--- config.mk ---
export PLATFORM = sky130hd
export DESIGN_NAME = utf8_text_page_breaker
export DESIGN_NICKNAME = d
export VERILOG_FILES = /design/src/rtl/core/utf8pb_pkg.sv /design/src/rtl/core/utf8pb_cfg_regs.sv /design/src/rtl/core/utf8pb_layout.sv /design/src/rtl/core/utf8pb_engine.sv /design/src/rtl/core/utf8_text_page_breaker.sv
export VERILOG_INCLUDE_DIRS = /design/src /design/src/rtl/core
export SDC_FILE = /design/constraint.sdc
export NUM_CORES = 1
export LEC_CHECK = 0
export ABC_CLOCK_PERIOD_IN_PS = 14120
export BUFFER_PORTS_ARGS = -buffer_cell sky130_fd_sc_hd__buf_2
export CELL_PAD_IN_SITES_DETAIL_PLACEMENT = 1
export CELL_PAD_IN_SITES_GLOBAL_PLACEMENT = 2
export CORE_ASPECT_RATIO = 0.5
export CORE_UTILIZATION = 34
export DETAILED_ROUTE_END_ITERATION = 16
export PLACE_DENSITY_LB_ADDON = 0.1
export SYNTH_ARGS = -nofsm -noshare
export SYNTH_HDL_FRONTEND = slang
export SYNTH_SLANG_ARGS = --single-unit
--- constraint.sdc ---
create_clock -name i_clk -period 14.12 [get_ports i_clk]
set_clock_uncertainty 0.2 [all_clocks]
set_input_delay 2.118 -clock i_clk [delete_from_list [all_inputs] [get_ports i_clk]]
set_output_delay 2.118 -clock i_clk [all_outputs]
set_load 0.005 [all_outputs]
--- src/rtl/core/utf8_text_page_breaker_defines.svh ---
// Assertion macros shared by the page breaker RTL.
// No dependencies; included by the files that carry assertions.
`ifndef UTF8_TEXT_PAGE_BREAKER_DEFINES_SVH
`define UTF8_TEXT_PAGE_BREAKER_DEFINES_SVH
`ifndef SYNTH
// Same-cycle implication
`define UPB_ASSERT_NOW(label, clk, rst_n, ante, cons) \
    label: assert property (@(posedge clk) disable iff (!rst_n) (ante) |-> (cons)) \
        else $error("utf8pb: assertion failed");
// Next-cycle implication
`define UPB_ASSERT_NEXT(label, clk, rst_n, ante, cons) \
    label: assert property (@(posedge clk) disable iff (!rst_n) (ante) |=> (cons)) \
        else $error("utf8pb: assertion failed");
`else
`define UPB_ASSERT_NOW(label, clk, rst_n, ante, cons)
`define UPB_ASSERT_NEXT(label, clk, rst_n, ante, cons)
`endif
`endif

--- src/rtl/core/utf8pb_pkg.sv ---
// Types, constants and helpers for the UTF-8 page breaker.
// No dependencies; imported by every module of the block.
package utf8pb_pkg;

    // Coordinate and arithmetic widths
    localparam int COORD_BITS = 12;
    localparam int SUM_W      = ((COORD_BITS > 12) ? COORD_BITS : 12) + 2;
    localparam int POS_W      = 32;
    localparam int CODE_W     = 16;
    localparam int CFG_IDX_W  = 3;
    localparam int CFG_DATA_W = 12;

    typedef logic [COORD_BITS-1:0] t_coord;
    localparam t_coord COORD_MAX = '1;

    // Command codes on the input channel
    typedef enum logic [1:0] {
        FUNC_BEGIN = 2'd0,
        FUNC_BYTE  = 2'd1,
        FUNC_END   = 2'd2,
        FUNC_NONE  = 2'd3
    } t_func;

    // Configuration register indexes
    typedef enum logic [CFG_IDX_W-1:0] {
        CFG_SCREEN_WIDTH  = 3'd0,
        CFG_SCREEN_HEIGHT = 3'd1,
        CFG_MARGIN_LR     = 3'd2,
        CFG_MARGIN_TOP    = 3'd3,
        CFG_BOTTOM_PAD    = 3'd4,
        CFG_NARROW_WIDTH  = 3'd5,
        CFG_WIDE_WIDTH    = 3'd6,
        CFG_LINE_GAP      = 3'd7
    } t_cfg_idx;

    // End reasons
    localparam logic REASON_FULL = 1'b0;
    localparam logic REASON_END  = 1'b1;

    // Character codes
    localparam logic [CODE_W-1:0] CHAR_QMARK   = 16'h003F;
    localparam logic [CODE_W-1:0] CHAR_LF      = 16'h000A;
    localparam logic [CODE_W-1:0] CHAR_CR      = 16'h000D;
    localparam logic [CODE_W-1:0] NARROW_LIMIT = 16'd128;

    // UTF-8 byte classes
    localparam logic [7:0] CONT_MASK  = 8'hC0;
    localparam logic [7:0] CONT_TAG   = 8'h80;
    localparam logic [7:0] LEAD2_MASK = 8'hE0;
    localparam logic [7:0] LEAD2_TAG  = 8'hC0;
    localparam logic [7:0] LEAD3_MASK = 8'hF0;
    localparam logic [7:0] LEAD3_TAG  = 8'hE0;
    localparam logic [7:0] LEAD2_BITS = 8'h1F;
    localparam logic [7:0] LEAD3_BITS = 8'h0F;
    localparam logic [7:0] CONT_BITS  = 8'h3F;

    typedef struct packed {
        logic [11:0] screen_width;
        logic [11:0] screen_height;
        logic [10:0] margin_lr;
        logic [10:0] margin_top;
        logic [10:0] bottom_pad;
        logic [7:0]  narrow_width;
        logic [7:0]  wide_width;
        logic [7:0]  line_gap;
    } t_cfg;

    // Layout position carried between characters
    typedef struct packed {
        t_coord           x;
        t_coord           y;
        logic             indent;
        logic [POS_W-1:0] pos;
    } t_lay_state;

    typedef struct packed {
        t_lay_state nxt;
        logic       done;
        logic       reason;
    } t_lay_res;

    // Clamp a widened sum to the coordinate range
    function automatic t_coord coord_sat(input logic [SUM_W-1:0] v);
        if (v > {{(SUM_W-COORD_BITS){1'b0}}, COORD_MAX}) begin
            return COORD_MAX;
        end
        return v[COORD_BITS-1:0];
    endfunction

endpackage

--- src/rtl/core/utf8pb_cfg_regs.sv ---
// Configuration register file of the page breaker.
// Depends on utf8pb_pkg.
module utf8pb_cfg_regs (
    input  logic                                i_clk,
    input  logic                                i_rst_n,
    input  logic                                i_cfg_we,
    input  logic [utf8pb_pkg::CFG_IDX_W-1:0]    i_cfg_idx,
    input  logic [utf8pb_pkg::CFG_DATA_W-1:0]   i_cfg_data,
    output utf8pb_pkg::t_cfg                    o_cfg
);
    import utf8pb_pkg::*;

    t_cfg r_cfg;

    // Register writes keep only each register's width
    always_ff @(posedge i_clk) begin
        if (!i_rst_n) begin
            r_cfg.screen_width  <= 12'd540;
            r_cfg.screen_height <= 12'd960;
            r_cfg.margin_lr     <= 11'd56;
            r_cfg.margin_top    <= 11'd105;
            r_cfg.bottom_pad    <= 11'd114;
            r_cfg.narrow_width  <= 8'd14;
            r_cfg.wide_width    <= 8'd24;
            r_cfg.line_gap      <= 8'd14;
        end else if (i_cfg_we) begin
            unique case (t_cfg_idx'(i_cfg_idx))
                CFG_SCREEN_WIDTH:  r_cfg.screen_width  <= i_cfg_data[11:0];
                CFG_SCREEN_HEIGHT: r_cfg.screen_height <= i_cfg_data[11:0];
                CFG_MARGIN_LR:     r_cfg.margin_lr     <= i_cfg_data[10:0];
                CFG_MARGIN_TOP:    r_cfg.margin_top    <= i_cfg_data[10:0];
                CFG_BOTTOM_PAD:    r_cfg.bottom_pad    <= i_cfg_data[10:0];
                CFG_NARROW_WIDTH:  r_cfg.narrow_width  <= i_cfg_data[7:0];
                CFG_WIDE_WIDTH:    r_cfg.wide_width    <= i_cfg_data[7:0];
                CFG_LINE_GAP:      r_cfg.line_gap      <= i_cfg_data[7:0];
            endcase
        end
    end

    assign o_cfg = r_cfg;

endmodule

--- src/rtl/core/utf8pb_layout.sv ---
// Places one decoded character: indent, wrap, line feed, page-full and zero-code checks.
// Depends on utf8pb_pkg; purely combinational.
module utf8pb_layout (
    input  utf8pb_pkg::t_cfg                    i_cfg,
    input  logic [utf8pb_pkg::CODE_W-1:0]       i_code,
    input  logic [1:0]                          i_len,
    input  utf8pb_pkg::t_lay_state              i_st,
    output utf8pb_pkg::t_lay_res                o_res
);
    import utf8pb_pkg::*;

    logic [7:0]       adv;
    logic [SUM_W-1:0] y_step;
    t_coord           y_down;
    t_coord           x_marg;
    t_coord           x_ind;
    t_coord           x0;
    t_coord           x1;
    t_coord           y1;
    t_coord           x2;
    logic             wrap;
    logic             full;
    logic [POS_W-1:0] pos_inc;

    // Advance and line step
    assign adv    = (i_code < NARROW_LIMIT) ? i_cfg.narrow_width : i_cfg.wide_width;
    assign y_step = SUM_W'(i_st.y) + SUM_W'(i_cfg.wide_width) + SUM_W'(i_cfg.line_gap);
    assign y_down = coord_sat(y_step);
    assign x_marg = coord_sat(SUM_W'(i_cfg.margin_lr));
    assign x_ind  = coord_sat(SUM_W'(i_cfg.margin_lr) + SUM_W'({i_cfg.wide_width, 1'b0}));

    // Pending indent, then right-margin wrap (x + adv > width - margin)
    assign x0   = i_st.indent ? x_ind : i_st.x;
    assign wrap = (SUM_W'(x0) + SUM_W'(adv) + SUM_W'(i_cfg.margin_lr))
                  > SUM_W'(i_cfg.screen_width);
    assign x1   = wrap ? x_marg : x0;
    assign y1   = wrap ? y_down : i_st.y;

    // Bottom check (y + glyph height > height - pad)
    assign full = (SUM_W'(y1) + SUM_W'(i_cfg.wide_width) + SUM_W'(i_cfg.bottom_pad))
                  > SUM_W'(i_cfg.screen_height);

    // Carriage return takes no advance
    assign x2      = (i_code == CHAR_CR) ? x1 : coord_sat(SUM_W'(x1) + SUM_W'(adv));
    assign pos_inc = i_st.pos + POS_W'(i_len);

    always_comb begin
        o_res.nxt    = i_st;
        o_res.done   = 1'b0;
        o_res.reason = REASON_FULL;
        if (i_code == '0) begin
            // zero code ends the page before this sequence
            o_res.done   = 1'b1;
            o_res.reason = REASON_END;
        end else if (i_code == CHAR_LF) begin
            o_res.nxt.x      = x_marg;
            o_res.nxt.y      = y_down;
            o_res.nxt.indent = 1'b1;
            o_res.nxt.pos    = pos_inc;
        end else if (full) begin
            // character does not fit: offset stays before it
            o_res.nxt.x      = x1;
            o_res.nxt.y      = y1;
            o_res.nxt.indent = 1'b0;
            o_res.done       = 1'b1;
            o_res.reason     = REASON_FULL;
        end else begin
            o_res.nxt.x      = x2;
            o_res.nxt.y      = y1;
            o_res.nxt.indent = 1'b0;
            o_res.nxt.pos    = pos_inc;
        end
    end

endmodule

--- src/rtl/core/utf8pb_engine.sv ---
// Input stage, UTF-8 decoder state, layout state and output register.
// Depends on utf8pb_pkg, utf8pb_layout and the assertion macro header.
`include "utf8_text_page_breaker_defines.svh"
module utf8pb_engine (
    input  logic                                i_clk,
    input  logic                                i_rst_n,
    input  utf8pb_pkg::t_cfg                    i_cfg,
    input  logic                                i_in_valid,
    output logic                                o_in_ready,
    input  logic [1:0]                          i_func,
    input  logic [7:0]                          i_data_byte,
    input  logic [utf8pb_pkg::POS_W-1:0]        i_start_offset,
    input  logic                                i_starts_paragraph,
    output logic                                o_out_valid,
    input  logic                                i_out_ready,
    output logic [utf8pb_pkg::POS_W-1:0]        o_page_end_offset,
    output logic                                o_end_reason
);
    import utf8pb_pkg::*;

    // Input stage
    logic             r_stg_vld;
    t_func            r_stg_func;
    logic [7:0]       r_stg_byte;
    logic [POS_W-1:0] r_stg_offset;
    logic             r_stg_para;

    // Decoder and page state
    logic [1:0]        r_seq_need, n_seq_need;
    logic [1:0]        r_seq_total, n_seq_total;
    logic [CODE_W-1:0] r_partial, n_partial;
    t_lay_state        r_lay, n_lay;
    logic              r_active, n_active;

    // Output register
    logic             r_out_vld;
    logic [POS_W-1:0] r_out_off;
    logic             r_out_reason;

    logic              out_free;
    logic              exec;
    logic              replay;
    logic              stg_take;
    logic              in_acc;
    logic              is_cont;
    logic              is_lead2;
    logic              is_lead3;
    logic [CODE_W-1:0] partial_cat;
    logic              lay_go;
    logic [CODE_W-1:0] lay_code;
    logic [1:0]        lay_len;
    logic              bad_cont;
    t_lay_res          lay_res;
    logic              out_fire;
    logic [POS_W-1:0]  out_off;
    logic              out_reason;

    // Handshake: the stage runs whenever the output slot can take a beat
    assign out_free   = !r_out_vld || i_out_ready;
    assign exec       = r_stg_vld && out_free;
    assign stg_take   = exec && !replay;
    assign o_in_ready = !r_stg_vld || stg_take;
    assign in_acc     = i_in_valid && o_in_ready;

    // Byte classes
    assign is_cont     = (r_stg_byte & CONT_MASK) == CONT_TAG;
    assign is_lead2    = (r_stg_byte & LEAD2_MASK) == LEAD2_TAG;
    assign is_lead3    = (r_stg_byte & LEAD3_MASK) == LEAD3_TAG;
    assign partial_cat = {r_partial[CODE_W-7:0], r_stg_byte[5:0]};

    // Which character, if any, goes to the layout unit this cycle
    always_comb begin
        lay_go   = 1'b0;
        lay_code = CHAR_QMARK;
        lay_len  = 2'd1;
        bad_cont = 1'b0;
        if (exec && r_active && r_stg_func == FUNC_BYTE) begin
            if (r_seq_need != 2'd0) begin
                if (is_cont) begin
                    if (r_seq_need == 2'd1) begin
                        lay_go   = 1'b1;
                        lay_code = partial_cat;
                        lay_len  = r_seq_total;
                    end
                end else begin
                    // broken sequence: '?' covers the bytes taken so far
                    lay_go   = 1'b1;
                    lay_len  = r_seq_total - r_seq_need;
                    bad_cont = 1'b1;
                end
            end else if (r_stg_byte == 8'h00) begin
                lay_go = 1'b1;
            end else if (r_stg_byte < CONT_TAG) begin
                lay_go   = 1'b1;
                lay_code = CODE_W'(r_stg_byte);
            end else if (!is_lead2 && !is_lead3) begin
                lay_go = 1'b1;
            end
        end
    end

    utf8pb_layout u_layout (
        .i_cfg  (i_cfg),
        .i_code (lay_code),
        .i_len  (lay_len),
        .i_st   (r_lay),
        .o_res  (lay_res)
    );

    // Next state
    always_comb begin
        n_seq_need  = r_seq_need;
        n_seq_total = r_seq_total;
        n_partial   = r_partial;
        n_lay       = r_lay;
        n_active    = r_active;
        replay      = 1'b0;
        out_fire    = 1'b0;
        out_off     = r_lay.pos;
        out_reason  = REASON_END;
        if (exec) begin
            unique case (r_stg_func)
                FUNC_BEGIN: begin
                    n_lay.pos    = r_stg_offset;
                    n_lay.indent = r_stg_para;
                    n_lay.x      = coord_sat(SUM_W'(i_cfg.margin_lr));
                    n_lay.y      = coord_sat(SUM_W'(i_cfg.margin_top));
                    n_seq_need   = 2'd0;
                    n_seq_total  = 2'd0;
                    n_partial    = '0;
                    n_active     = 1'b1;
                end
                FUNC_END: begin
                    if (r_active) begin
                        out_fire    = 1'b1;
                        n_active    = 1'b0;
                        n_seq_need  = 2'd0;
                        n_seq_total = 2'd0;
                    end
                end
                FUNC_BYTE: begin
                    if (r_active) begin
                        if (r_seq_need != 2'd0) begin
                            if (is_cont) begin
                                n_partial  = partial_cat;
                                n_seq_need = r_seq_need - 2'd1;
                                if (r_seq_need == 2'd1) begin
                                    n_seq_total = 2'd0;
                                end
                            end else begin
                                n_seq_need  = 2'd0;
                                n_seq_total = 2'd0;
                            end
                        end else if (is_lead2) begin
                            n_partial   = CODE_W'(r_stg_byte & LEAD2_BITS);
                            n_seq_need  = 2'd1;
                            n_seq_total = 2'd2;
                        end else if (is_lead3) begin
                            n_partial   = CODE_W'(r_stg_byte & LEAD3_BITS);
                            n_seq_need  = 2'd2;
                            n_seq_total = 2'd3;
                        end
                    end
                end
                FUNC_NONE: begin
                end
            endcase

            if (lay_go) begin
                n_lay = lay_res.nxt;
                if (lay_res.done) begin
                    out_fire    = 1'b1;
                    out_reason  = lay_res.reason;
                    n_active    = 1'b0;
                    n_seq_need  = 2'd0;
                    n_seq_total = 2'd0;
                end else if (bad_cont) begin
                    // keep the byte staged and decode it again as the start of a new character
                    replay = 1'b1;
                end
            end
        end
    end

    // Control registers
    always_ff @(posedge i_clk) begin
        if (!i_rst_n) begin
            r_stg_vld   <= 1'b0;
            r_out_vld   <= 1'b0;
            r_active    <= 1'b0;
            r_seq_need  <= 2'd0;
            r_seq_total <= 2'd0;
            r_partial   <= '0;
            r_lay       <= '0;
        end else begin
            if (in_acc) begin
                r_stg_vld <= 1'b1;
            end else if (stg_take) begin
                r_stg_vld <= 1'b0;
            end
            if (out_fire) begin
                r_out_vld <= 1'b1;
            end else if (i_out_ready) begin
                r_out_vld <= 1'b0;
            end
            r_active    <= n_active;
            r_seq_need  <= n_seq_need;
            r_seq_total <= n_seq_total;
            r_partial   <= n_partial;
            r_lay       <= n_lay;
        end
    end

    // Payload registers
    always_ff @(posedge i_clk) begin
        if (in_acc) begin
            r_stg_func   <= t_func'(i_func);
            r_stg_byte   <= i_data_byte;
            r_stg_offset <= i_start_offset;
            r_stg_para   <= i_starts_paragraph;
        end
        if (out_fire) begin
            r_out_off    <= out_off;
            r_out_reason <= out_reason;
        end
    end

    assign o_out_valid       = r_out_vld;
    assign o_page_end_offset = r_out_off;
    assign o_end_reason      = r_out_reason;

    // Checks on decoder and page state
    `UPB_ASSERT_NOW(a_seq_len, i_clk, i_rst_n, r_seq_need != 2'd0, r_seq_total > r_seq_need)
    `UPB_ASSERT_NOW(a_idle_no_seq, i_clk, i_rst_n, !r_active, r_seq_need == 2'd0)
    `UPB_ASSERT_NEXT(a_replay, i_clk, i_rst_n, replay, r_stg_vld && r_active && r_seq_need == 2'd0)
    `UPB_ASSERT_NOW(a_fire_active, i_clk, i_rst_n, out_fire, r_active && exec)

endmodule

--- src/rtl/core/utf8_text_page_breaker.sv ---
// Top level of the UTF-8 page breaker: config registers and processing engine.
// Depends on utf8pb_pkg, utf8pb_cfg_regs and utf8pb_engine.
//
// Usage: send a begin beat (func 0) with the page's start offset and paragraph
// flag, then one beat per text byte (func 1), then an end-of-text beat (func 2).
// The block returns one result beat per page: the offset where the next page
// begins and the reason (page full, or end of text / zero code). Bytes and end
// marks seen outside a page produce no result.
// Input and output use valid/ready. A beat is captured in the input stage register
// and processed from there into the output register. One beat per cycle is taken
// while the receiver does not stall; a byte that breaks a multi-byte sequence
// is held in the input stage and processed again: the '?' for the broken
// sequence is placed first and the byte is then decoded as a new start byte.
// If the receiver stalls, one finished result waits in the output register and
// one more beat waits in the input stage; after that ready drops.
// Reset (synchronous, active low) loads the default geometry, empties both
// registers and leaves the block idle until a begin beat. Configuration
// writes take effect at once and are meant for idle periods.
module utf8_text_page_breaker (
    input  logic                                i_clk,
    input  logic                                i_rst_n,
    input  logic                                i_cfg_we,
    input  logic [utf8pb_pkg::CFG_IDX_W-1:0]    i_cfg_idx,
    input  logic [utf8pb_pkg::CFG_DATA_W-1:0]   i_cfg_data,
    input  logic                                i_in_valid,
    output logic                                o_in_ready,
    input  logic [1:0]                          i_func,
    input  logic [7:0]                          i_data_byte,
    input  logic [utf8pb_pkg::POS_W-1:0]        i_start_offset,
    input  logic                                i_starts_paragraph,
    output logic                                o_out_valid,
    input  logic                                i_out_ready,
    output logic [utf8pb_pkg::POS_W-1:0]        o_page_end_offset,
    output logic                                o_end_reason
);
    import utf8pb_pkg::*;

    t_cfg cfg;

    utf8pb_cfg_regs u_cfg_regs (
        .i_clk      (i_clk),
        .i_rst_n    (i_rst_n),
        .i_cfg_we   (i_cfg_we),
        .i_cfg_idx  (i_cfg_idx),
        .i_cfg_data (i_cfg_data),
        .o_cfg      (cfg)
    );

    utf8pb_engine u_engine (
        .i_clk              (i_clk),
        .i_rst_n            (i_rst_n),
        .i_cfg              (cfg),
        .i_in_valid         (i_in_valid),
        .o_in_ready         (o_in_ready),
        .i_func             (i_func),
        .i_data_byte        (i_data_byte),
        .i_start_offset     (i_start_offset),
        .i_starts_paragraph (i_starts_paragraph),
        .o_out_valid        (o_out_valid),
        .i_out_ready        (i_out_ready),
        .o_page_end_offset  (o_page_end_offset),
        .o_end_reason       (o_end_reason)
    );

endmodule
## Word-level counts from Yosys, hierarchy flattened

Index checks and enable logic that the tools add are counted.
W data, S select, Z words.

| word-level totals | value |
|---|---|
| bits in registers | 231 |
| bits in latches | 0 |
| RAM bits | 0 |
| memory bits (read-only) | 0 |
| input bits | 63 |
| output and inout bits | 35 |
| word-level logic and storage cells | 183 |
| memories kept | 0 |

| operators by class | value |
|---|---|
| $add $sub $neg | 11 |
| $mul | 0 |
| div/mod/pow operators | 0 |
| $lt $le $gt $ge | 7 |
| equality and inequality tests | 20 |
| shifts and indexed selects | 0 |
| multiplexer cells | 84 |
| bitwise operators | 3 |
| reductions and logical operators | 34 |

Operators by type and width:

| kind | count |
|---|---|
| $mux W57 | 4 |
| $mux W12 | 10 |
| $mux W16 | 5 |
| $add A12 B8 Y13 | 4 |
| $mux W10 | 5 |
| $mux W2 | 24 |
| $add A32 B2 Y32 | 1 |
| $eq A16 B4 Y1 const B | 2 |
| $mux W32 | 1 |
| $add A13 B11 Y14 | 2 |
| $gt A14 B12 Y1 | 2 |
| $mux W1 | 28 |
| $mux W25 | 1 |
| $pmux W10 S2 | 1 |
| $logic_not A16 Y1 | 1 |
| $lt A16 B8 Y1 const B | 1 |
| $mux W8 | 2 |
| $reduce_and A2 Y1 | 8 |
| $eq A3 B3 Y1 const B | 5 |
| $add A13 B8 Y14 | 1 |
| $gt A14 B12 Y1 const B | 1 |
| $gt A13 B12 Y1 const B | 1 |
| $add A11 B9 Y12 | 1 |
| $gt A12 B12 Y1 const B | 1 |
| 27 further kinds | 47 |

## Depth between registers and ports, before layout

Gate-level depths: netlist of the first run.

| logic depth | value |
|---|---|
| depth in word-level cells | 26 |
| gate-level depth with buffers | 50 |
| gate-level depth less buffers | 46 |

## Cells and area by module

A second synthesis of the first run with hierarchy kept.

| second synthesis, totals | value |
|---|---|
| cells, all modules | 1433 |
| area, all modules | 14292.5 µm² |

By module, submodules not included:

| module | instances | cells each | area each (µm²) | seq. area each (µm²) |
|---|---|---|---|---|
| utf8pb_engine | 1 | 432 | 5899.4 | 3763.6 |
| utf8pb_layout | 1 | 702 | 5251.3 | 0.0 |
| utf8pb_cfg_regs | 1 | 299 | 3141.8 | 1621.6 |

## Least setup slack after synthesis of the first run

OpenSTA, ideal clock, no wires.

| timing | value |
|---|---|
| path kind | input to output |
| from | input port i_out_ready |
| to | output port o_in_ready |
| arrival time | 11.494 ns |
| required time | 11.802 ns |
| slack | 0.308 ns |
| cell stages on the path | 44 |
| buffers on the path | 3 |
| cell sequence | nand2b_1 -> and4_1 -> buf_2 -> o2111ai_1 -> o21ai_0 -> fa_1 -> ha_1 -> fa_1 -> a21o_1 -> a21oi_1 -> o21bai_1 -> a21oi_1 -> o21bai_1 -> a21oi_1 -> nand3b_1 -> nand3_1 -> ha_1 -> nand2_1 -> (+8 left out) -> ha_1 -> fa_1 -> a21o_1 -> a21oi_1 -> o21bai_1 -> a21oi_1 -> o21bai_1 -> a21oi_1 -> nand3b_1 -> nand3_1 -> ha_1 -> and3_1 -> a221oi_1 -> nand2_1 -> o21a_1 -> or2_2 -> a21oi_1 -> o21ai_0 |

| between the ends | value |
|---|---|
| word-level cells in the longest chain between the ends | 23 |
| elaborated cells on any way between the ends | 28 |
| those cells by class | add/sub (4); order compare (3); eq/ne (1); mux (12); reduce/logical (8) |

RTL lines:

| item | RTL line | source |
|---|---|---|
| start: declaration | utf8_text_page_breaker.sv:32 | `input logic i_out_ready,` |
| $logic_or A1 B1 Y1 * | utf8pb_engine.sv:59 | `assign out_free = !r_out_vld \|\| i_out_ready;` |
| $logic_and A1 B1 Y1 * | utf8pb_engine.sv:60 | `assign exec = r_stg_vld && out_free;` |
| $logic_and A1 B1 Y1 (2 in a row) | utf8pb_engine.sv:77 | `if (exec && r_active && r_stg_func == FUNC_BYTE) begin` |
| $mux W16 | utf8pb_engine.sv:77 |  |
| $lt A16 B8 Y1 | utf8pb_layout.sv:26 | `assign adv = (i_code < NARROW_LIMIT) ? i_cfg.narrow_width : i_cfg.wide_width;` |
| $mux W8 | utf8pb_layout.sv:26 |  |
| $add A12 B8 Y13 | utf8pb_layout.sv:34 | `assign wrap = (SUM_W'(x0) + SUM_W'(adv) + SUM_W'(i_cfg.margin_lr))` |
| $add A13 B11 Y14 | utf8pb_layout.sv:34 |  |
| (+6 left out) | n/a |  |
| $mux W2 | utf8pb_layout.sv:55 | `end else if (i_code == CHAR_LF) begin` |
| $mux W2 | utf8pb_layout.sv:51 | `if (i_code == '0) begin` |
| $mux W1 | utf8pb_engine.sv:171 | `if (lay_res.done) begin` |
| $mux W1 | utf8pb_engine.sv:169 | `if (lay_go) begin` |
| $mux W1 | utf8pb_engine.sv:121 | `if (exec) begin` |
| $logic_not A1 Y1 | utf8pb_engine.sv:61 | `assign stg_take = exec && !replay;` |
| $logic_and A1 B1 Y1 * | utf8pb_engine.sv:61 |  |
| $logic_or A1 B1 Y1 * | utf8pb_engine.sv:62 | `assign o_in_ready = !r_stg_vld \|\| stg_take;` |
| end: declaration | utf8_text_page_breaker.sv:26 | `output logic o_in_ready,` |

Every way passes the cells marked *; elsewhere a longest branch is shown, timed or not.

## Final worst setup path of the first run

Ends and elaborated chain as after synthesis.

==> results of run 1 <==
==> final timing paths <==
kind                                    end  cells past startpoint
setup reg to reg  u_engine.r_stg_offset[14]                     44
hold / removal         u_cfg_regs.o_cfg[68]                      2
hold reg to reg        u_cfg_regs.o_cfg[68]                      2
setup / recovery                 o_in_ready                     43
==> critical path, delay by kind of cell <==
family	cells	cell delay [ns]
compound gates	18	3.44
fa+ha+maj	7	2.45
simple gates	13	2.21
buf+inv	3	0.53
mux	1	0.40
xor+xnor	1	0.14
==> registers in the layout (all words and copies together) (netlist names), 2 cells and up <==
signal                      cells
u_engine.out_off               32
u_engine.r_stg_func             2
u_engine.r_stg_offset          32
u_engine.r_seq_total            2
u_engine.r_partial             10
u_engine.r_seq_need             2
u_engine.r_stg_byte             8
u_engine.o_page_end_offset     32
u_engine.r_lay                 25
u_cfg_regs.o_cfg               81
==> logic make-up after synthesis <==
kind of cell | synth area share, %
AND/OR/NAND/NOR | 17.88
AO/OA/AOI/OAI | 22.29
flip-flops | 39.37
buffers and inverters | 4.876
adder cells (fa/ha/maj) | 11.80
XOR/XNOR | 2.113
multiplexers | 1.665
==> layout by cell type (no fill, tap or decap), drive strengths merged, types with 14 or more instances in the layout <==
cell type  count
a31oi         20
a211oi        21
o21ai         76
o211ai        22
nor3          27
a21o          24
nor2b         18
dfxtp        155
inv           90
edfxtp        76
nand4         17
clkbuf        36
nor2          83
fa            30
nand2        242
ha            81
xnor2         25
buf          123
a21oi        177
mux2          14
nand2b        19
nand3         60
==> metrics by stage <==
step / power (W) / setup TNS [ns] / cells
finish: 0.001675 / 0 / 2177
global route: 0.001749 / 0 / 2177
CTS: 0.001685 / 0 / 2176
global placement: 0.001020 / 0 / 2133
detailed placement: 0.001029 / -0.2096 / 2133
floorplan: 0.0009239 / 0 / 1557
==> layer usage <==
metal	track usage [%]	share of wire, %
met3	3.698	4.1
met4	5.601	2.2
met2	38.15	44
met1	33.09	49
met5	0	0
==> power breakdown <==
part | switching [W] | internal [W] | total, W
Combinational | 0.000191 | 0.000113 | 0.000304
Sequential | 0.0000184 | 0.000704 | 0.000722
Clock | 0.000285 | 0.000363 | 0.000649
==> timing repair <==
action / CTS / global route
resized for setup: 5 / 17
buffers inserted: 0 / 1
setup endpoints to repair: 1 / 1
endpoints found under the hold margin: 0 / 0
pin swaps: 0 / 0
==> cell type report <==
type                    instances  area [um2]
repair buffers                123       680.7
clock inverters                 7       70.07
flip-flops and latches        231        5385
fillers                      4581       23660
well taps                     530       663.1
inverters                      91       342.8
clock buffers                  36       705.7
multi-input cells            1159        7735
==> results.sh, run 1 <==
export IMPL_ir_drop_uv=97.04
export IMPL_cts_hold_buf=0
export IMPL_grt_overflow_total=0
export IMPL_synth_area_leaders="dfxtp_1, edfxtp_1, ha_1"
export IMPL_syn_nets=1731
export IMPL_drv_cap=0
export IMPL_core_rowCount=51
export IMPL_synth_common_cells="nand2_1, a21oi_1, dfxtp_1"
export IMPL_synth_most_common_cell="nand2_1"
export IMPL_synth_edff_count=76
export IMPL_rsz0062_at_grt="no"
export IMPL_min_from="u_cfg_regs.o_cfg[68]"
export IMPL_r2r_start="u_engine.r_seq_need[0]"
export IMPL_status="completed"
export IMPL_first_pass_iters=5
export IMPL_syn_avg_cell_area_um2=8.784
export IMPL_placed_cell_area_mm2=0.01470
export IMPL_fin_crit_sh_pct=96.41
export IMPL_report_final_slew_viol_count=0
export IMPL_clockBufferDepth=3
export IMPL_die_area_mm2=0.04108
export IMPL_synth_top_area_share_pct=22.69
export IMPL_layout_nets=1804
export IMPL_hold_violations=0
export IMPL_antennaDiodeCount=0
export IMPL_start_util_pct=34.85
export IMPL_fin_ws_ns=0.5068
export IMPL_pin_count=98
export IMPL_p_leak_nw=6.206
export IMPL_ant_nets=0
export IMPL_wire_per_inst_um=22.43
export IMPL_ys_flop_type="dfxtp_1"
export IMPL_synth_warnings=0
export IMPL_drt_vias_per_instance=5.634
export IMPL_power_density_mw_per_mm2=107.5
export IMPL_synthesis_area_mm2=0.01368
export IMPL_antenna_found_initial=0
export IMPL_cp_startpoint="i_out_ready"
export IMPL_synth_seq_cells=231
export IMPL_setup_viol_count_final=0
export IMPL_synth_cell_type_count=82
export IMPL_insertion_delay_ns=0.55
export IMPL_holdWs_ns=0.2574
export IMPL_cp_required_ns=11.80
export IMPL_place_ws_ns=-0.2096
export IMPL_wirelength_um=48840
export IMPL_cts_root_buf="clkbuf_16"
export IMPL_fp_coreArea_mm2=0.03924
export IMPL_cp_max_fo=17
export IMPL_clk_pin_slew_ns=0.06
export IMPL_grt_pass1_vias=12440
export IMPL_cts_max_level=1
export IMPL_min_path_type="flip-flop to flip-flop"
export IMPL_drc=0
export IMPL_area_growth_pct=13.93
export IMPL_io_buffers=97
export IMPL_synth_top_cell_by_area="dfxtp_1"
export IMPL_ff2ff_setup_slack_ns=2.42
export IMPL_vias=12270
export IMPL_grt_max_degree=64
export IMPL_max_freq_mhz=73.46
export IMPL_drive_above_1_share_pct=13.11
export IMPL_groute_usage_overall_pct=23.64
export IMPL_die_h_um=143.8
export IMPL_final_util_pct=39.71
export IMPL_cts_sinks=231
export IMPL_gp_congestion=0.8997
export IMPL_die_width_um=285.6
export IMPL_slowest_stage="or4_1"
export IMPL_finalCriticalPeriod_ns=13.61
export IMPL_cts_tree="built"
export IMPL_cts_buffers=24
export IMPL_worstMarginPinSlew_ns=1.316
export IMPL_cp_start_kind="input pin"
export IMPL_drtIter0Drc=710
export IMPL_critical_path_class="input pin to primary output"
export IMPL_worst_path_largest_cell_delay_ns=0.55
export IMPL_synth_seq_area_share_pct=39.37
export IMPL_grt_first_pass_wirelength_um=74220
export IMPL_relSlewSlack_pct=11.97
export IMPL_worstPathArrival_ns=11.30
export IMPL_async_reset_ff_share_pct=0
export IMPL_end_kind="primary output"
export IMPL_final_area_mm2=0.01558
export IMPL_syn_inst=1557
export IMPL_dp_hpwl_um=35230
Note: power is estimated with default switching activity, not from simulation.
==> inputs of run 2 (changes only) <==
--- a/config.mk
+++ b/config.mk
@@ -6,12 +6,13 @@
 export SDC_FILE = /design/constraint.sdc
 export NUM_CORES = 1
 export LEC_CHECK = 0
-export ABC_CLOCK_PERIOD_IN_PS = 14120
+export ABC_AREA = 1
+export ABC_CLOCK_PERIOD_IN_PS = 16100
 export BUFFER_PORTS_ARGS = -buffer_cell sky130_fd_sc_hd__buf_2
 export CELL_PAD_IN_SITES_DETAIL_PLACEMENT = 1
 export CELL_PAD_IN_SITES_GLOBAL_PLACEMENT = 2
 export CORE_ASPECT_RATIO = 0.5
-export CORE_UTILIZATION = 34
+export CORE_UTILIZATION = 40
 export DETAILED_ROUTE_END_ITERATION = 16
 export PLACE_DENSITY_LB_ADDON = 0.1
 export SYNTH_ARGS = -nofsm -noshare
==> constraint.sdc (replaced) <==
create_clock -name i_clk -period 16.1 [get_ports i_clk]
set_clock_uncertainty 0.2 [all_clocks]
set_input_delay 2.415 -clock i_clk [delete_from_list [all_inputs] [get_ports i_clk]]
set_output_delay 2.415 -clock i_clk [all_outputs]
set_load 0.005 [all_outputs]
==> results.sh, run 2 <==
export IMPL_start_util_pct=40.83
export IMPL_cp_start_kind="input pin"
export IMPL_ant_nets=0
export IMPL_die_h_um=132.2
export IMPL_cts_buffers=23
export IMPL_max_freq_mhz=71.27
export IMPL_setup_tns_ns=0
export IMPL_clk_pin_slew_ns=0.07
export IMPL_synth_most_common_cell="nand2_1"
export IMPL_grt_overflow_total=0
export IMPL_gp_congestion=0.9324
export IMPL_cp_max_fo=30
export IMPL_critPathMostFrequentCell="nand2_1"
export IMPL_syn_inst=1669
export IMPL_drtIter0Drc=557
export IMPL_synth_common_cells="nand2_1, inv_1, dfxtp_1"
export IMPL_largest_reg_flops=81
export IMPL_synth_top_area_share_pct=22.87
export IMPL_hold_violations=0
export IMPL_synth_edff_count=76
export IMPL_die_width_um=262.5
export IMPL_synth_cell_type_count=63
export IMPL_net_switching_power_w=0.0005052
export IMPL_area_growth_pct=11.82
export IMPL_synth_area_leaders="dfxtp_1, edfxtp_1, nand2_1"
export IMPL_final_common_cell="nand2_1"
export IMPL_synthesis_area_mm2=0.01357
export IMPL_fp_coreArea_mm2=0.03323
export IMPL_syn_avg_cell_area_um2=8.129
export IMPL_synth_seq_area_share_pct=39.69
export IMPL_finalCriticalPeriod_ns=14.03
export IMPL_drive_above_1_share_pct=12.00
export IMPL_setup_viol_count_final=0
export IMPL_core_rowCount=47
export IMPL_synth_seq_cells=231
export IMPL_drv_cap=0
export IMPL_layout_common_cells="nand2_1, inv_1, dfxtp_1"
export IMPL_worst_path_largest_cell_delay_ns=0.52
export IMPL_ir_drop_uv=64.96
export IMPL_drc=0
export IMPL_fin_crit_sh_pct=87.16
export IMPL_synth_warnings=0
export IMPL_antenna_found_initial=0
export IMPL_vias=11780
export IMPL_seqPwrFrac_pct=40.7
export IMPL_worstPathArrival_ns=11.42
export IMPL_status="completed"
export IMPL_place_ws_ns=2.048
export IMPL_first_pass_iters=5
export IMPL_die_area_mm2=0.03470
export IMPL_report_final_slew_viol_count=0
export IMPL_groute_usage_overall_pct=25.15
export IMPL_cts_resized_gates=0
export IMPL_dp_hpwl_um=30970
export IMPL_placed_cell_area_mm2=0.01442
export IMPL_power_density_mw_per_mm2=104.4
export IMPL_pin_count=98
export IMPL_fin_ws_ns=2.068
export IMPL_cts_root_buf="clkbuf_16"
export IMPL_drt_vias_per_instance=5.353
export IMPL_rsz0062_at_grt="no"
export IMPL_final_area_mm2=0.01517
export IMPL_clockBufferDepth=3
export IMPL_synth_top_cell_by_area="dfxtp_1"
export IMPL_cts_sinks=231
export IMPL_critical_path_class="input pin to primary output"
export IMPL_grt_first_pass_wirelength_um=68410
export IMPL_antennaDiodeCount=0
export IMPL_layout_nets=1917
export IMPL_insertion_delay_ns=0.55
export IMPL_comb_power_share_pct=23.8
export IMPL_p_leak_nw=6.702
export IMPL_cts_tree="built"
export IMPL_async_reset_ff_share_pct=0
export IMPL_slowest_stage="fa_1"
export IMPL_cp_required_ns=13.49
export IMPL_cts_hold_buf=0
export IMPL_ys_flop_type="dfxtp_1"
export IMPL_grt_max_degree=120
export IMPL_p_clk_share_pct=35.5
export IMPL_p_sw_share_pct=31.90
export IMPL_end_kind="primary output"
export IMPL_syn_nets=1843
export IMPL_cts_max_level=1
export IMPL_wirelength_um=42890
export IMPL_postCtsSetupBuffers=0
export IMPL_min_path_type="flip-flop to flip-flop"
export IMPL_grt_pass1_vias=12380
export IMPL_io_buffers=97
export IMPL_relSlewSlack_pct=17.59
export IMPL_power_internal_w=0.001079
export IMPL_worstMarginPinSlew_ns=1.236
export IMPL_wire_per_inst_um=19.49
[run 2: cell count changes after synthesis, sizes merged, moves of 27 or more]
cell	before	now
nor2	83	145
nand2	242	310
o21ai	76	178
xor2	8	35
a21oi	177	150
inv	91	206
[run 2: worst max-delay path, delay by kind of cell]
kind	cells	cell delay, ns
adders and majority gates	8	2.87
and+or+nand+nor	25	2.40
AOI/OAI and AO/OA	11	2.30
buffers and inverters	9	1.22
xor gates and xnor gates	2	0.17
[run 2: final timing paths]
path / start / endpoint / slack (ns) / cells after the start
max: i_out_ready / o_in_ready / 2.07 / 55
min: u_engine.r_partial[8] / u_engine.r_partial[8] / 0.26 / 2
max reg2reg: u_engine.r_seq_need[0] / u_engine.o_page_end_offset[9] / 5.14 / 56
min reg2reg: u_engine.r_partial[8] / u_engine.r_partial[8] / 0.26 / 2
[run 2: layer usage]
metal	vias up	GRT usage, %	part of all wire, %
li1	5726	-	-
met1	5804	32.92	46
met2	198	44.40	48
met3	48	3.530	3.9
met4	0	5.000	2.0
met5	-	0	0
[run 2: cells by family (layout without fill, tap and decap cells)]
family,Yosys count,after routing,synth area share (%)
muxes,1,1,0.07378
AOI/OAI and AO/OA,425,425,17.54
and+or+nand+nor,569,569,18.57
xor gates and xnor gates,64,64,4.132
buffers and inverters,268,358,8.088
DFF,231,231,39.69
adders and majority gates,111,111,11.90
[run 2: metrics by stage]
| step | utilization (%) | std cells | power [W] | hold slack (ns) |
|---|---|---|---|---|
| final | 45.66 | 2200 | 0.001584 | 0.2614 |
| after global routing | 45.66 | 2200 | 0.001675 | 0.2796 |
| after CTS | 45.66 | 2200 | 0.001602 | 0.2593 |
| after detailed placement | 43.39 | 2159 | 0.001036 | 0.2485 |
| after floorplan | - | 1669 | 0.0009304 | 0.2245 |
| after global placement | 43.39 | 2159 | 0.001025 | 0.2378 |
[run 2: layout make-up]
cell class                      count  area, um2
Fill cell                        4008      18050
Multi-Input combinational cell   1170       7112
Sequential cell                   231       5385
Inverter                          210      804.5
Clock buffer                       36      664.4
Timing Repair Buffer              107      563.0
Tap cell                          441      551.8
Clock inverter                      5      90.09
[run 2: power by group through the flow]
stage / clock network [W] / logic, W / registers, W
CTS: 0.000576 / 0.000381 / 0.000645
global placement: 0 / 0.000368 / 0.000657
detailed placement: 0 / 0.000379 / 0.000658
finish: 0.000562 / 0.000376 / 0.000645
global route: 0.000599 / 0.000428 / 0.000648
floorplan: 0 / 0.000280 / 0.000650
==> inputs of run 3 (changes only) <==
--- a/config.mk
+++ b/config.mk
@@ -6,13 +6,12 @@
 export SDC_FILE = /design/constraint.sdc
 export NUM_CORES = 1
 export LEC_CHECK = 0
-export ABC_AREA = 1
 export ABC_CLOCK_PERIOD_IN_PS = 16100
 export BUFFER_PORTS_ARGS = -buffer_cell sky130_fd_sc_hd__buf_2
 export CELL_PAD_IN_SITES_DETAIL_PLACEMENT = 1
 export CELL_PAD_IN_SITES_GLOBAL_PLACEMENT = 2
 export CORE_ASPECT_RATIO = 0.5
-export CORE_UTILIZATION = 40
+export CORE_UTILIZATION = 41
 export DETAILED_ROUTE_END_ITERATION = 16
 export PLACE_DENSITY_LB_ADDON = 0.1
 export SYNTH_ARGS = -nofsm -noshare
==> results.sh, run 3 (same netlist as run 1, synthesis figures left out) <==
export IMPL_status="completed"
export IMPL_dp_cells=2024
export IMPL_wirelength_um=46650
export IMPL_die_area_mm2=0.03414
export IMPL_report_final_slew_viol_count=0
export IMPL_wire_per_inst_um=22.54
export IMPL_fp_coreArea_mm2=0.03223
export IMPL_grt_overflow_total=0
export IMPL_grt_max_degree=72
export IMPL_die_h_um=131.2
export IMPL_gp_congestion=0.9063
export IMPL_clk_pin_slew_ns=0.06
export IMPL_hold_violations=0
export IMPL_worstMarginPinSlew_ns=1.362
export IMPL_postCtsSetupBuffers=0
export IMPL_cts_max_level=1
export IMPL_end_kind="primary output"
export IMPL_cp_max_fo=9
export IMPL_antenna_found_initial=1
export IMPL_power_density_mw_per_mm2=97.82
export IMPL_layout_nets=1792
export IMPL_cp_required_ns=13.49
export IMPL_start_util_pct=42.43
export IMPL_clockBufferDepth=3
export IMPL_setup_tns_ns=0
export IMPL_first_pass_iters=7
export IMPL_dp_hpwl_um=33520
export IMPL_pin_count=98
export IMPL_fillers=3801
export IMPL_worstPathArrival_ns=12.82
export IMPL_holdWs_ns=0.2573
export IMPL_largest_reg_flops=81
export IMPL_cts_sinks=231
export IMPL_cts_root_buf="clkbuf_16"
export IMPL_cp_start_kind="input pin"
export IMPL_finalCriticalPeriod_ns=15.44
export IMPL_slowest_stage="fa_1"
export IMPL_final_common_cell="nand2_1"
export IMPL_grt_pass1_vias=12500
export IMPL_core_rowCount=46
export IMPL_drc=0
export IMPL_post_layout_nonfiller_instances=2069
export IMPL_max_freq_mhz=64.77
export IMPL_drt_vias_per_instance=5.973
export IMPL_area_growth_pct=12.39
export IMPL_vias=12360
export IMPL_worst_path_largest_cell_delay_ns=0.51
export IMPL_ant_nets=0
export IMPL_p_leak_nw=6.165
export IMPL_setup_viol_count_final=0
export IMPL_drv_cap=0
export IMPL_ir_drop_uv=69.24
export IMPL_fin_crit_sh_pct=95.90
export IMPL_cts_hold_buf=0
export IMPL_critical_path_class="input pin to primary output"
export IMPL_relSlewSlack_pct=9.173
export IMPL_grt_first_pass_wirelength_um=72030
export IMPL_min_path_type="flip-flop to flip-flop"
export IMPL_die_width_um=260.3
export IMPL_cts_buffers=24
export IMPL_layout_common_cells="nand2_1, a21oi_1, dfxtp_1"
export IMPL_insertion_delay_ns=0.56
export IMPL_critPathMostFrequentCell="a21oi_1"
export IMPL_drive_above_1_share_pct=11.98
export IMPL_groute_usage_overall_pct=27.00
export IMPL_cts_tree="built"
export IMPL_io_buffers=97
export IMPL_drtIter0Drc=764
==> run 3: cell count changes in the layout (fill, tap and decap cells not counted), sizes merged, moves of 11 or more <==
cell / delta
o21ai: -102
xor2: -27
a31oi: -14
nor3: +11
a21oi: +27
nand2b: +19
mux2: +14
nor2: -62
nand2: -68
inv: -117
nor2b: +18
a21o: +18
==> run 3: worst paths after layout <==
kind / from / cells after the start / to / slack (ns)
worst min register to register: u_cfg_regs.o_cfg[58] / 2 / u_cfg_regs.o_cfg[58] / 0.26
worst max-delay path: i_out_ready / 45 / o_in_ready / 0.66
worst max register to register: u_engine.r_seq_need[0] / 46 / u_engine.r_stg_offset[14] / 3.01
worst min-delay path: u_cfg_regs.o_cfg[58] / 2 / u_cfg_regs.o_cfg[58] / 0.26
==> run 3: stage by stage <==
| step | setup WS [ns] | util, % | power, W | cell area (um2) |
|---|---|---|---|---|
| CTS | 0.2472 | 47.64 | 0.001510 | 15350 |
| floorplan | 1.694 | - | 0.0008103 | 13680 |
| detailed placement | 0.2899 | 44.98 | 0.0008862 | 14500 |
| finish | 0.6608 | 47.69 | 0.001504 | 15370 |
| global placement | 0.8135 | 44.98 | 0.0008775 | 14500 |
| global route | -0.004125 | 47.69 | 0.001563 | 15370 |
==> run 3: routing by layer <==
layer / wire, um / GRT usage (%) / part of all wire, %
met1: 21850 / 38.28 / 47
met2: 20810 / 42.67 / 45
met3: 2927 / 4.495 / 6.3
met4: 1056 / 6.335 / 2.3
met5: 0 / 0 / 0
==> run 3: critical path: cells and delay by family <==
kind / cells / cell delay, ns
adder cells (fa/ha/maj): 8 / 2.63
AND/OR/NAND/NOR: 12 / 2.31
buffers and inverters: 4 / 0.56
AO/OA/AOI/OAI: 21 / 4.88
==> run 3: layout make-up <==
| class | count | area (um2) | share of cell area (%) |
|---|---|---|---|
| clock inverters | 12 | 176.4 | 1.148 |
| diodes | 1 | 2.502 | 0.01628 |
| repair buffers | 111 | 590.6 | 3.842 |
| well taps | 432 | 540.5 | 3.516 |
| clock buffers | 32 | 680.7 | 4.428 |
| multi-input cells | 1159 | 7652 | 49.78 |
| flip-flops and latches | 231 | 5385 | 35.03 |
| inverters | 91 | 342.8 | 2.230 |
==> run 3: repair_timing <==
item / in CTS / in global routing
setup endpoints to repair: 0 / 1
hold endpoints to repair: 0 / 0
resized for setup: 0 / 4
==> run 3: power breakdown <==
part	switching, W	internal, W
combinational	0.000154	0.0000926
sequential	0.0000161	0.000617
clock	0.000261	0.000363
